**config.mk**
```make
export PLATFORM = sky130hd
export DESIGN_NAME = nearest_sample_resampler
export DESIGN_NICKNAME = d
export VERILOG_FILES = /design/src/hw/rtl/nsr_pkg.sv /design/src/hw/rtl/nsr_datapath.sv /design/src/hw/rtl/nsr_ctrl.sv /design/src/hw/rtl/nearest_sample_resampler.sv
export SDC_FILE = /design/constraint.sdc
export NUM_CORES = 1
export LEC_CHECK = 0
export ABC_AREA = 1
export BUFFER_PORTS_ARGS = -buffer_cell sky130_fd_sc_hd__clkbuf_2
export CORE_ASPECT_RATIO = 0.7
export CORE_MARGIN = 1.5
export CORE_UTILIZATION = 30
export CTS_CLUSTER_DIAMETER = 200
export DETAILED_ROUTE_END_ITERATION = 10
export HOLD_SLACK_MARGIN = 0.08
export PLACE_DENSITY_LB_ADDON = 0.12
export SETUP_SLACK_MARGIN = 0.3
export SLEW_MARGIN = 10
export SYNTH_ARGS = -nofsm -noshare
export SYNTH_HDL_FRONTEND = slang
export SYNTH_SLANG_ARGS = --single-unit
```
**constraint.sdc**
```tcl
create_clock -name aclk -period 9.3 [get_ports aclk]
set_input_delay 0.465 -clock aclk [delete_from_list [all_inputs] [get_ports aclk]]
set_output_delay 0.465 -clock aclk [all_outputs]
set_load 0.03 [all_outputs]
```
**src/hw/rtl/nsr_pkg.sv**
```systemverilog
// Package: shared constants, register indexes and controller/datapath interface types.
`timescale 1ns / 1ps

package nsr_pkg;

    localparam int RATIO_W   = 32;
    localparam int LEN_W     = 16;
    localparam int FRAC_BITS = 24;
    localparam int IN_CNT_W  = 24;
    localparam int POS_W     = 48;
    // One spare bit keeps the accumulator exact while a run is stepped.
    localparam int POS_WORK_W = POS_W + 1;

    localparam int CFG_ADDR_W = 1;
    localparam int CFG_DATA_W = 32;

    localparam logic [CFG_ADDR_W-1:0] REG_RATIO      = 1'b0;
    localparam logic [CFG_ADDR_W-1:0] REG_OUT_LENGTH = 1'b1;

    localparam logic [RATIO_W-1:0] RATIO_RESET      = 32'h0100_0000;
    localparam logic [LEN_W-1:0]   OUT_LENGTH_RESET = 16'd1024;

    typedef struct packed {
        logic accept;
        logic step;
        logic emit;
        logic run_end;
        logic final_out;
        logic finish;
    } nsr_cmd_t;

    typedef struct packed {
        logic go;
        logic more;
        logic below_cap;
        logic at_last_cap;
        logic nxt_go;
        logic slot_free;
    } nsr_status_t;

endpackage

```
**src/hw/rtl/nsr_datapath.sv**
```systemverilog
// Datapath: configuration registers, position accumulator, counters and output register.
`timescale 1ns / 1ps

module nsr_datapath #(
    parameter int SAMPLE_BITS = 16,
    parameter int MAX_RUN     = 64
) (
    input  logic                             aclk,
    input  logic                             aresetn,
    input  logic                             cfg_wr_en,
    input  logic [nsr_pkg::CFG_ADDR_W-1:0]   cfg_addr,
    input  logic [nsr_pkg::CFG_DATA_W-1:0]   cfg_wr_data,
    input  logic [SAMPLE_BITS-1:0]           in_i,
    input  logic [SAMPLE_BITS-1:0]           in_q,
    input  logic                             in_last,
    input  nsr_pkg::nsr_cmd_t                cmd,
    output nsr_pkg::nsr_status_t             sts,
    input  logic                             out_ready,
    output logic                             out_valid,
    output logic [SAMPLE_BITS-1:0]           out_i,
    output logic [SAMPLE_BITS-1:0]           out_q,
    output logic [nsr_pkg::LEN_W-1:0]        out_index,
    output logic                             out_run_end,
    output logic                             out_block_end,
    output logic                             out_truncated
);

    localparam int CNT_W  = $clog2(MAX_RUN + 1);
    localparam int CAPR_W = nsr_pkg::RATIO_W + CNT_W;
    localparam int LEN1_W = nsr_pkg::LEN_W + 1;
    localparam int PW     = nsr_pkg::POS_WORK_W;

    logic [nsr_pkg::RATIO_W-1:0]  ratio_reg;
    logic [nsr_pkg::LEN_W-1:0]    out_length_reg;
    logic [CAPR_W-1:0]            capr_reg;
    logic [PW-1:0]                pos_reg;
    logic [nsr_pkg::IN_CNT_W-1:0] in_cnt_reg;
    logic [nsr_pkg::LEN_W-1:0]    out_cnt_reg;
    logic [CNT_W-1:0]             run_cnt_reg;
    logic                         last_reg;
    logic                         trunc_reg;
    logic [SAMPLE_BITS-1:0]       samp_i_reg;
    logic [SAMPLE_BITS-1:0]       samp_q_reg;

    logic                         out_valid_reg;
    logic [SAMPLE_BITS-1:0]       out_i_reg;
    logic [SAMPLE_BITS-1:0]       out_q_reg;
    logic [nsr_pkg::LEN_W-1:0]    out_index_reg;
    logic                         out_run_end_reg;
    logic                         out_block_end_reg;
    logic                         out_trunc_reg;

    logic [nsr_pkg::LEN_W-1:0]    len_m1;
    logic [nsr_pkg::IN_CNT_W:0]   in_cnt_inc;
    logic [PW-1:0]                limit;
    logic [PW-1:0]                pos_step;
    logic [PW-1:0]                pos_cap;
    logic [PW-1:0]                pos_sat;
    logic                         trunc_run;
    logic                         trunc_last;
    logic                         trunc_next;

    assign len_m1 = (out_length_reg == '0) ? '0 : out_length_reg - 1'b1;
    assign in_cnt_inc = {1'b0, in_cnt_reg} + 1'b1;
    assign limit = {in_cnt_inc, {nsr_pkg::FRAC_BITS{1'b0}}};
    assign pos_step = pos_reg + PW'(ratio_reg);
    assign pos_cap = pos_reg + PW'(capr_reg);
    assign pos_sat = pos_reg[PW-1] ? {1'b0, {nsr_pkg::POS_W{1'b1}}} : pos_reg;

    assign trunc_run = ({1'b0, out_cnt_reg} + LEN1_W'(MAX_RUN) < {1'b0, len_m1})
                       && (pos_cap < limit);
    assign trunc_last = ({1'b0, out_cnt_reg} + LEN1_W'(MAX_RUN - 1) < {1'b0, len_m1});
    assign trunc_next = in_last ? trunc_last : trunc_run;

    assign sts.more        = out_cnt_reg < len_m1;
    assign sts.go          = (pos_reg < limit) && sts.more;
    assign sts.nxt_go      = (pos_step < limit)
                             && ({1'b0, out_cnt_reg} + 1'b1 < {1'b0, len_m1});
    assign sts.below_cap   = last_reg ? (run_cnt_reg < CNT_W'(MAX_RUN - 1))
                                      : (run_cnt_reg < CNT_W'(MAX_RUN));
    assign sts.at_last_cap = run_cnt_reg == CNT_W'(MAX_RUN - 1);
    assign sts.slot_free   = !out_valid_reg || out_ready;

    always_ff @(posedge aclk) begin
        if (!aresetn) begin
            ratio_reg      <= nsr_pkg::RATIO_RESET;
            out_length_reg <= nsr_pkg::OUT_LENGTH_RESET;
            capr_reg       <= CAPR_W'(nsr_pkg::RATIO_RESET) * CAPR_W'(MAX_RUN);
            pos_reg        <= PW'(nsr_pkg::RATIO_RESET);
            in_cnt_reg     <= '0;
            out_cnt_reg    <= '0;
            run_cnt_reg    <= '0;
            last_reg       <= 1'b0;
            trunc_reg      <= 1'b0;
            out_valid_reg  <= 1'b0;
        end else begin
            if (cmd.accept) begin
                run_cnt_reg <= '0;
                last_reg    <= in_last;
                trunc_reg   <= trunc_next;
            end
            if (cmd.step) begin
                pos_reg     <= pos_step;
                out_cnt_reg <= out_cnt_reg + 1'b1;
            end
            if (cmd.emit && !cmd.final_out) begin
                run_cnt_reg <= run_cnt_reg + 1'b1;
            end
            if (cmd.finish) begin
                pos_reg <= pos_sat;
                if (in_cnt_reg != {nsr_pkg::IN_CNT_W{1'b1}}) begin
                    in_cnt_reg <= in_cnt_reg + 1'b1;
                end
            end
            if (cmd.final_out) begin
                pos_reg     <= PW'(ratio_reg);
                in_cnt_reg  <= '0;
                out_cnt_reg <= '0;
            end
            if (cmd.emit) begin
                out_valid_reg <= 1'b1;
            end else if (out_ready) begin
                out_valid_reg <= 1'b0;
            end
            if (cfg_wr_en) begin
                unique case (cfg_addr)
                    nsr_pkg::REG_RATIO: begin
                        ratio_reg <= cfg_wr_data[nsr_pkg::RATIO_W-1:0];
                        capr_reg  <= CAPR_W'(cfg_wr_data[nsr_pkg::RATIO_W-1:0])
                                     * CAPR_W'(MAX_RUN);
                        if (in_cnt_reg == '0 && out_cnt_reg == '0) begin
                            pos_reg <= PW'(cfg_wr_data[nsr_pkg::RATIO_W-1:0]);
                        end
                    end
                    nsr_pkg::REG_OUT_LENGTH: begin
                        out_length_reg <= cfg_wr_data[nsr_pkg::LEN_W-1:0];
                    end
                endcase
            end
        end
    end

    always_ff @(posedge aclk) begin
        if (cmd.accept) begin
            samp_i_reg <= in_i;
            samp_q_reg <= in_q;
        end
        if (cmd.emit) begin
            out_i_reg         <= samp_i_reg;
            out_q_reg         <= samp_q_reg;
            out_index_reg     <= cmd.final_out ? len_m1 : out_cnt_reg;
            out_run_end_reg   <= cmd.run_end;
            out_block_end_reg <= cmd.final_out;
            out_trunc_reg     <= trunc_reg;
        end
    end

    assign out_valid     = out_valid_reg;
    assign out_i         = out_i_reg;
    assign out_q         = out_q_reg;
    assign out_index     = out_index_reg;
    assign out_run_end   = out_run_end_reg;
    assign out_block_end = out_block_end_reg;
    assign out_truncated = out_trunc_reg;

endmodule

```
**src/hw/rtl/nsr_ctrl.sv**
```systemverilog
// Controller: state machine that sequences intake, result emission and run closing.
`timescale 1ns / 1ps

module nsr_ctrl (
    input  logic                 aclk,
    input  logic                 aresetn,
    input  logic                 in_valid,
    input  logic                 in_last,
    output logic                 in_ready,
    input  nsr_pkg::nsr_status_t sts,
    output nsr_pkg::nsr_cmd_t    cmd
);

    typedef enum logic [1:0] {
        ST_IDLE,
        ST_RUN,
        ST_LAST
    } state_t;

    state_t state_reg;
    logic   in_ready_reg;

    always_comb begin
        cmd = '0;
        unique case (state_reg)
            ST_IDLE: begin
                cmd.accept = in_valid && in_ready_reg;
            end
            ST_RUN: begin
                if (sts.go) begin
                    if (sts.below_cap) begin
                        if (sts.slot_free) begin
                            cmd.step    = 1'b1;
                            cmd.emit    = 1'b1;
                            cmd.run_end = !sts.nxt_go || sts.at_last_cap;
                        end
                    end else begin
                        cmd.step = 1'b1;
                    end
                end else begin
                    cmd.finish = 1'b1;
                end
            end
            ST_LAST: begin
                if (sts.slot_free) begin
                    cmd.emit = 1'b1;
                    if (sts.below_cap && sts.more) begin
                        cmd.step = 1'b1;
                    end else begin
                        cmd.run_end   = 1'b1;
                        cmd.final_out = 1'b1;
                    end
                end
            end
            default: begin
                cmd = '0;
            end
        endcase
    end

    always_ff @(posedge aclk) begin
        if (!aresetn) begin
            state_reg    <= ST_IDLE;
            in_ready_reg <= 1'b0;
        end else begin
            unique case (state_reg)
                ST_IDLE: begin
                    if (cmd.accept) begin
                        state_reg    <= in_last ? ST_LAST : ST_RUN;
                        in_ready_reg <= 1'b0;
                    end else begin
                        in_ready_reg <= 1'b1;
                    end
                end
                ST_RUN: begin
                    if (cmd.finish) begin
                        state_reg    <= ST_IDLE;
                        in_ready_reg <= 1'b1;
                    end
                end
                ST_LAST: begin
                    if (cmd.final_out) begin
                        state_reg    <= ST_IDLE;
                        in_ready_reg <= 1'b1;
                    end
                end
                default: begin
                    state_reg    <= ST_IDLE;
                    in_ready_reg <= 1'b1;
                end
            endcase
        end
    end

    assign in_ready = in_ready_reg;

    a_ready_idle: assert property (@(posedge aclk) disable iff (!aresetn)
        in_ready_reg |-> (state_reg == ST_IDLE))
        else $error("Request ready raised outside the idle state.");

    a_emit_slot: assert property (@(posedge aclk) disable iff (!aresetn)
        cmd.emit |-> sts.slot_free)
        else $error("Result emitted while the output register is still full.");

    a_step_go: assert property (@(posedge aclk) disable iff (!aresetn)
        (cmd.step && state_reg == ST_RUN) |-> sts.go)
        else $error("Position stepped past the current input.");

    a_final_idle: assert property (@(posedge aclk) disable iff (!aresetn)
        cmd.final_out |=> (state_reg == ST_IDLE && in_ready_reg))
        else $error("Block did not return to idle after its final output.");

endmodule

```
**src/hw/rtl/nearest_sample_resampler.sv**
```systemverilog
// Nearest-sample resampler of a complex sample stream, output block of configured length.
`timescale 1ns / 1ps

// Each input request is taken in the idle state; intake opens in the cycle after reset is
// released. An ordinary input then steps the position once per result it produces and
// closes the run in a further finishing step; an input that produces no result only
// closes its run. The input marked last then emits its remaining results and the final
// output of the block. When an ordinary run is cut at the result limit, each dropped
// output still takes a step of its own, since the position accumulator advances by the
// ratio for it; the last input drops its surplus outputs at no cost. Results leave
// through a single output register, so a stalled output channel holds the run in place
// while a finished result waits. There is no clearing pass after reset.

module nearest_sample_resampler #(
    parameter int SAMPLE_BITS = 16,
    parameter int MAX_RUN     = 64,
    localparam int S_TDATA_W  = ((2 * SAMPLE_BITS + 7) / 8) * 8,
    localparam int M_TDATA_W  = ((2 * SAMPLE_BITS + nsr_pkg::LEN_W + 7) / 8) * 8
) (
    input  logic                           aclk,
    input  logic                           aresetn,
    input  logic                           cfg_wr_en,
    input  logic [nsr_pkg::CFG_ADDR_W-1:0] cfg_addr,
    input  logic [nsr_pkg::CFG_DATA_W-1:0] cfg_wr_data,
    input  logic                           s_axis_tvalid,
    output logic                           s_axis_tready,
    // in_i, in_q
    input  logic [S_TDATA_W-1:0]           s_axis_tdata,
    input  logic                           s_axis_tlast,
    output logic                           m_axis_tvalid,
    input  logic                           m_axis_tready,
    // out_i, out_q, out_index
    output logic [M_TDATA_W-1:0]           m_axis_tdata,
    // run_end, truncated
    output logic [1:0]                     m_axis_tuser,
    output logic                           m_axis_tlast
);

    nsr_pkg::nsr_cmd_t           cmd;
    nsr_pkg::nsr_status_t        sts;
    logic [SAMPLE_BITS-1:0]      out_i;
    logic [SAMPLE_BITS-1:0]      out_q;
    logic [nsr_pkg::LEN_W-1:0]   out_index;
    logic                        out_run_end;
    logic                        out_truncated;

    nsr_ctrl u_ctrl (
        .aclk     (aclk),
        .aresetn  (aresetn),
        .in_valid (s_axis_tvalid),
        .in_last  (s_axis_tlast),
        .in_ready (s_axis_tready),
        .sts      (sts),
        .cmd      (cmd)
    );

    nsr_datapath #(
        .SAMPLE_BITS (SAMPLE_BITS),
        .MAX_RUN     (MAX_RUN)
    ) u_datapath (
        .aclk          (aclk),
        .aresetn       (aresetn),
        .cfg_wr_en     (cfg_wr_en),
        .cfg_addr      (cfg_addr),
        .cfg_wr_data   (cfg_wr_data),
        .in_i          (s_axis_tdata[SAMPLE_BITS-1:0]),
        .in_q          (s_axis_tdata[2*SAMPLE_BITS-1:SAMPLE_BITS]),
        .in_last       (s_axis_tlast),
        .cmd           (cmd),
        .sts           (sts),
        .out_ready     (m_axis_tready),
        .out_valid     (m_axis_tvalid),
        .out_i         (out_i),
        .out_q         (out_q),
        .out_index     (out_index),
        .out_run_end   (out_run_end),
        .out_block_end (m_axis_tlast),
        .out_truncated (out_truncated)
    );

    assign m_axis_tdata = M_TDATA_W'({out_index, out_q, out_i});
    assign m_axis_tuser = {out_truncated, out_run_end};

endmodule

```
==> impl_metrics.py <==
metrics = {
    "power_and_ir_drop": {
        "leakage_nw": 9.20,
        "power_density_nw_per_um2": 288,
        "ir_drop_mv": 0.225,
    },
    "critical_path": {
        "worstPathMaxFanout": 39,
        "r2r-end": "u_datapath.pos_reg[32]$_SDFF_PN0_",
        "reg2reg_depth": 26,
        "worstPathRequired_ns": 9.80,
        "r2r_start": "u_datapath.in_cnt_reg[0]$_SDFFE_PP0P_",
        "end_kind": "flop",
        "cp.arrival_ns": 6.72,
        "critPathKind": "flop to flop",
        "reg2reg_slack_ns": 3.08,
        "startpoint_type": "flop",
    },
    "sta": {
        "clock_skew_ns": 0.0229,
        "slew_violations": 0,
        "period_needed_ns": 6.22,
        "rsz0062_at_grt": "no",
        "tightestPinTransition_ns": 1.10,
        "fin_crit_sh_pct": 66.9,
        "final.setup.tns_ns": 0,
        "hold_viol": 0,
        "slew_headroom_pct": 26.8,
        "fmax_ghz": 0.161,
        "finalSetupViolations": 0,
    },
    "placed_design": {
        "place_congestion": 0.933,
        "io_buffers": 123,
        "dp_hpwl_mm": 49.1,
        "place_area_um2": 19100,
    },
    "floorplan": {
        "die_w_um": 294,
        "io-pin-count": 124,
        "dieHeight_um": 207,
        "num_rows": 74,
        "initial_utilization_pct": 30.4,
        "die_area_um2": 60800,
        "core_um2": 58500,
    },
    "synthesis": {
        "ys_ff_latch": 233,
        "yosysWarnings": 0,
        "synth.area.top_cells": "dfxtp_1 (17%), ha_1 (14%), edfxtp_1 (14%)",
        "synthTopCellsByCount": "nand2_1 (470), inv_1 (274), a21oi_1 (260)",
        "async_reset_ff_share_pct": 0,
        "netlist_area_um2": 17800,
        "yosysTopAreaCell": "dfxtp_1",
        "ys.flop_type": "dfxtp_1",
        "yosys.area.top_type_share_pct": 16.9,
        "yosysMostFrequentCell": "nand2_1",
        "yosysSeqAreaShare_pct": 30.9,
        "synth_cells": 2459,
        "synth_edf_count": 83,
        "synth_fp_nets": 2732,
        "netlist-cell-type-count": 59,
        "syn_area_per_cell_um2": 7.24,
    },
    "job": {
        "maxCapViolations": 0,
    },
    "cells_and_area": {
        "utilization_pct": 34.8,
        "diodes": 0,
        "nNetsFinal": 2853,
        "seq_area_um2": 5500,
        "nFillCells": 6303,
        "finish.instance_area_um2": 20400,
        "multi_input_area_um2": 10800,
        "largest_register_ffs": 49,
        "drive_gt1_share_pct": 8.88,
        "area_growth_pct": 14.5,
    },
    "cts": {
        "root_buffer": "clkbuf_16",
        "cts_hold_buf": 32,
        "clk_path_buf_depth": 3,
        "tritoncts": "done",
        "cts_buffers": 28,
        "post_cts_resized": 0,
        "cts_sinks": 233,
        "cts_setup_buffers": 0,
        "clk_pin_slew_ns": 0.06,
        "h-tree-depth": 1,
        "worstSkewPairLatency_ns": 0.58,
    },
    "min_path": {
        "hold_class": "primary input to flop",
        "hp-start": "cfg_wr_data[24]",
        "hold_end": "u_datapath.pos_reg[24]$_SDFF_PN1_",
        "holdPathStages": 3,
    },
    "run_status": {
        "status": "finished, final reports clean",
    },
    "routing": {
        "firstDrtPassIters": 5,
        "drt-initial-drc-count": 1462,
        "ant_nets": 0,
        "avgViaCountPerCell": 5.03,
        "routed_wl_mm": 62.6,
        "wire_per_inst_um": 18.4,
        "drcViolationCount": 0,
        "num_vias": 17095,
    },
    "global_routing": {
        "antenna_found_initial": 0,
        "gr-usage-all-layers_pct": 20.4,
        "grt_pass1_vias": 15979,
        "grt_pass1_wl_mm": 96.0,
        "grt_max_degree": 64,
        "grt_overflow": 0,
    },
}
==> per-stage QoR <==
step / total power [mW] / instances / hold slack (ns) / setup WS, ns
2_1_floorplan: 3.70 / 2459 / 0.400 / 4.45
3_3_place_gp: 4.70 / 3316 / 0.400 / 3.21
3_5_place_dp: 4.72 / 3316 / 0.405 / 3.09
4_1_cts: 5.89 / 3400 / 0.0933 / 3.07
5_1_grt: 6.41 / 3400 / 0.128 / 2.44
6_report: 5.88 / 3400 / 0.126 / 3.08
==> cells in the final DEF, fill, tap and decap left out, types with 29 or more instances in the layout <==
cell type      instances
dlygate4sd3_1         32
xor2_1                99
nor2_1               236
nor3_1                33
edfxtp_1              83
dfxtp_1              150
nand2_1              470
ha_1                 201
a21oi_1              260
inv_1                273
clkbuf_2             123
clkbuf_16             29
o21ai_0              206
nand3_1              146
==> layer usage <==
layer	global-route usage (%)	part of all wire, %	routed length, µm	vias up
met3	3.18	6.2	3860	54
met4	3.53	1.6	977	0
met1	32.4	54	33500	8036
met5	0	0	0	-
li1	-	-	-	8608
met2	28.5	39	24200	397
==> how the worst max path moves through the flow <==
stage	to	cells after the start	start
after global placement	u_datapath.pos_reg[45]$_SDFF_PN0_	25	u_datapath.in_cnt_reg[0]$_SDFFE_PP0P_
after detailed placement	u_datapath.pos_reg[32]$_SDFF_PN0_	26	u_datapath.in_cnt_reg[0]$_SDFFE_PP0P_
after global routing	u_datapath.pos_reg[32]$_SDFF_PN0_	26	u_datapath.in_cnt_reg[0]$_SDFFE_PP0P_
after CTS	u_datapath.pos_reg[32]$_SDFF_PN0_	26	u_datapath.in_cnt_reg[0]$_SDFFE_PP0P_
after floorplan	u_datapath.out_block_end$_DFFE_PP_	23	u_datapath.in_cnt_reg[0]$_SDFFE_PP0P_
final	u_datapath.pos_reg[32]$_SDFF_PN0_	26	u_datapath.in_cnt_reg[0]$_SDFFE_PP0P_
==> report_power, final <==
| part | internal [mW] | switching (mW) | total, mW |
|---|---|---|---|
| combinational | 1.09 | 2.17 | 3.27 |
| sequential | 1.26 | 0.236 | 1.49 |
| clock | 0.634 | 0.483 | 1.12 |
==> cell families (layout without fill, tap and decap cells) <==
| group | count (synthesis) | after routing | synth area share (%) |
|---|---|---|---|
| flops | 233 | 233 | 30.9 |
| xor+xnor | 115 | 115 | 5.66 |
| buf+inv | 363 | 506 | 8.22 |
| simple gates | 960 | 960 | 22.8 |
| compound gates | 585 | 585 | 18.1 |
| mux | 1 | 1 | 0.0633 |
| fa+ha+maj | 202 | 202 | 14.2 |
==> area by class of cell <==
class	instances	share of cell area, %
clock buffers	31	3.65
clock inverters	21	0.872
inverters	281	5.17
multi-input cells	1863	53.2
flip-flops and latches	233	27.0
well taps	798	4.90
repair buffers	173	5.25
==> critical path, stage by stage, from the launching register on <==
cell and delay, ns:
dfxtp_1 0.42, ha_1 0.22, nand2_1 0.07, nor2_1 0.16, nand3_1 0.15, nor3_2 0.21, inv_1 0.08, nor4_1 0.42
nand3_1 0.24, nor2_1 0.20, nand2_1 0.09, xor2_1 0.32, ha_1 0.32, a21oi_1 0.14, o21ai_0 0.09, a21oi_1 0.11
o21ai_0 0.09, a21oi_1 0.41, nand4_2 0.18, o21ai_2 0.14, buf_4 0.40, nand2_2 0.60, inv_1 0.71, nand2_1 0.12
nand3_1 0.10, nand2_1 0.06, nor2_1 0.08
Power figures use the tool's default switching activity.
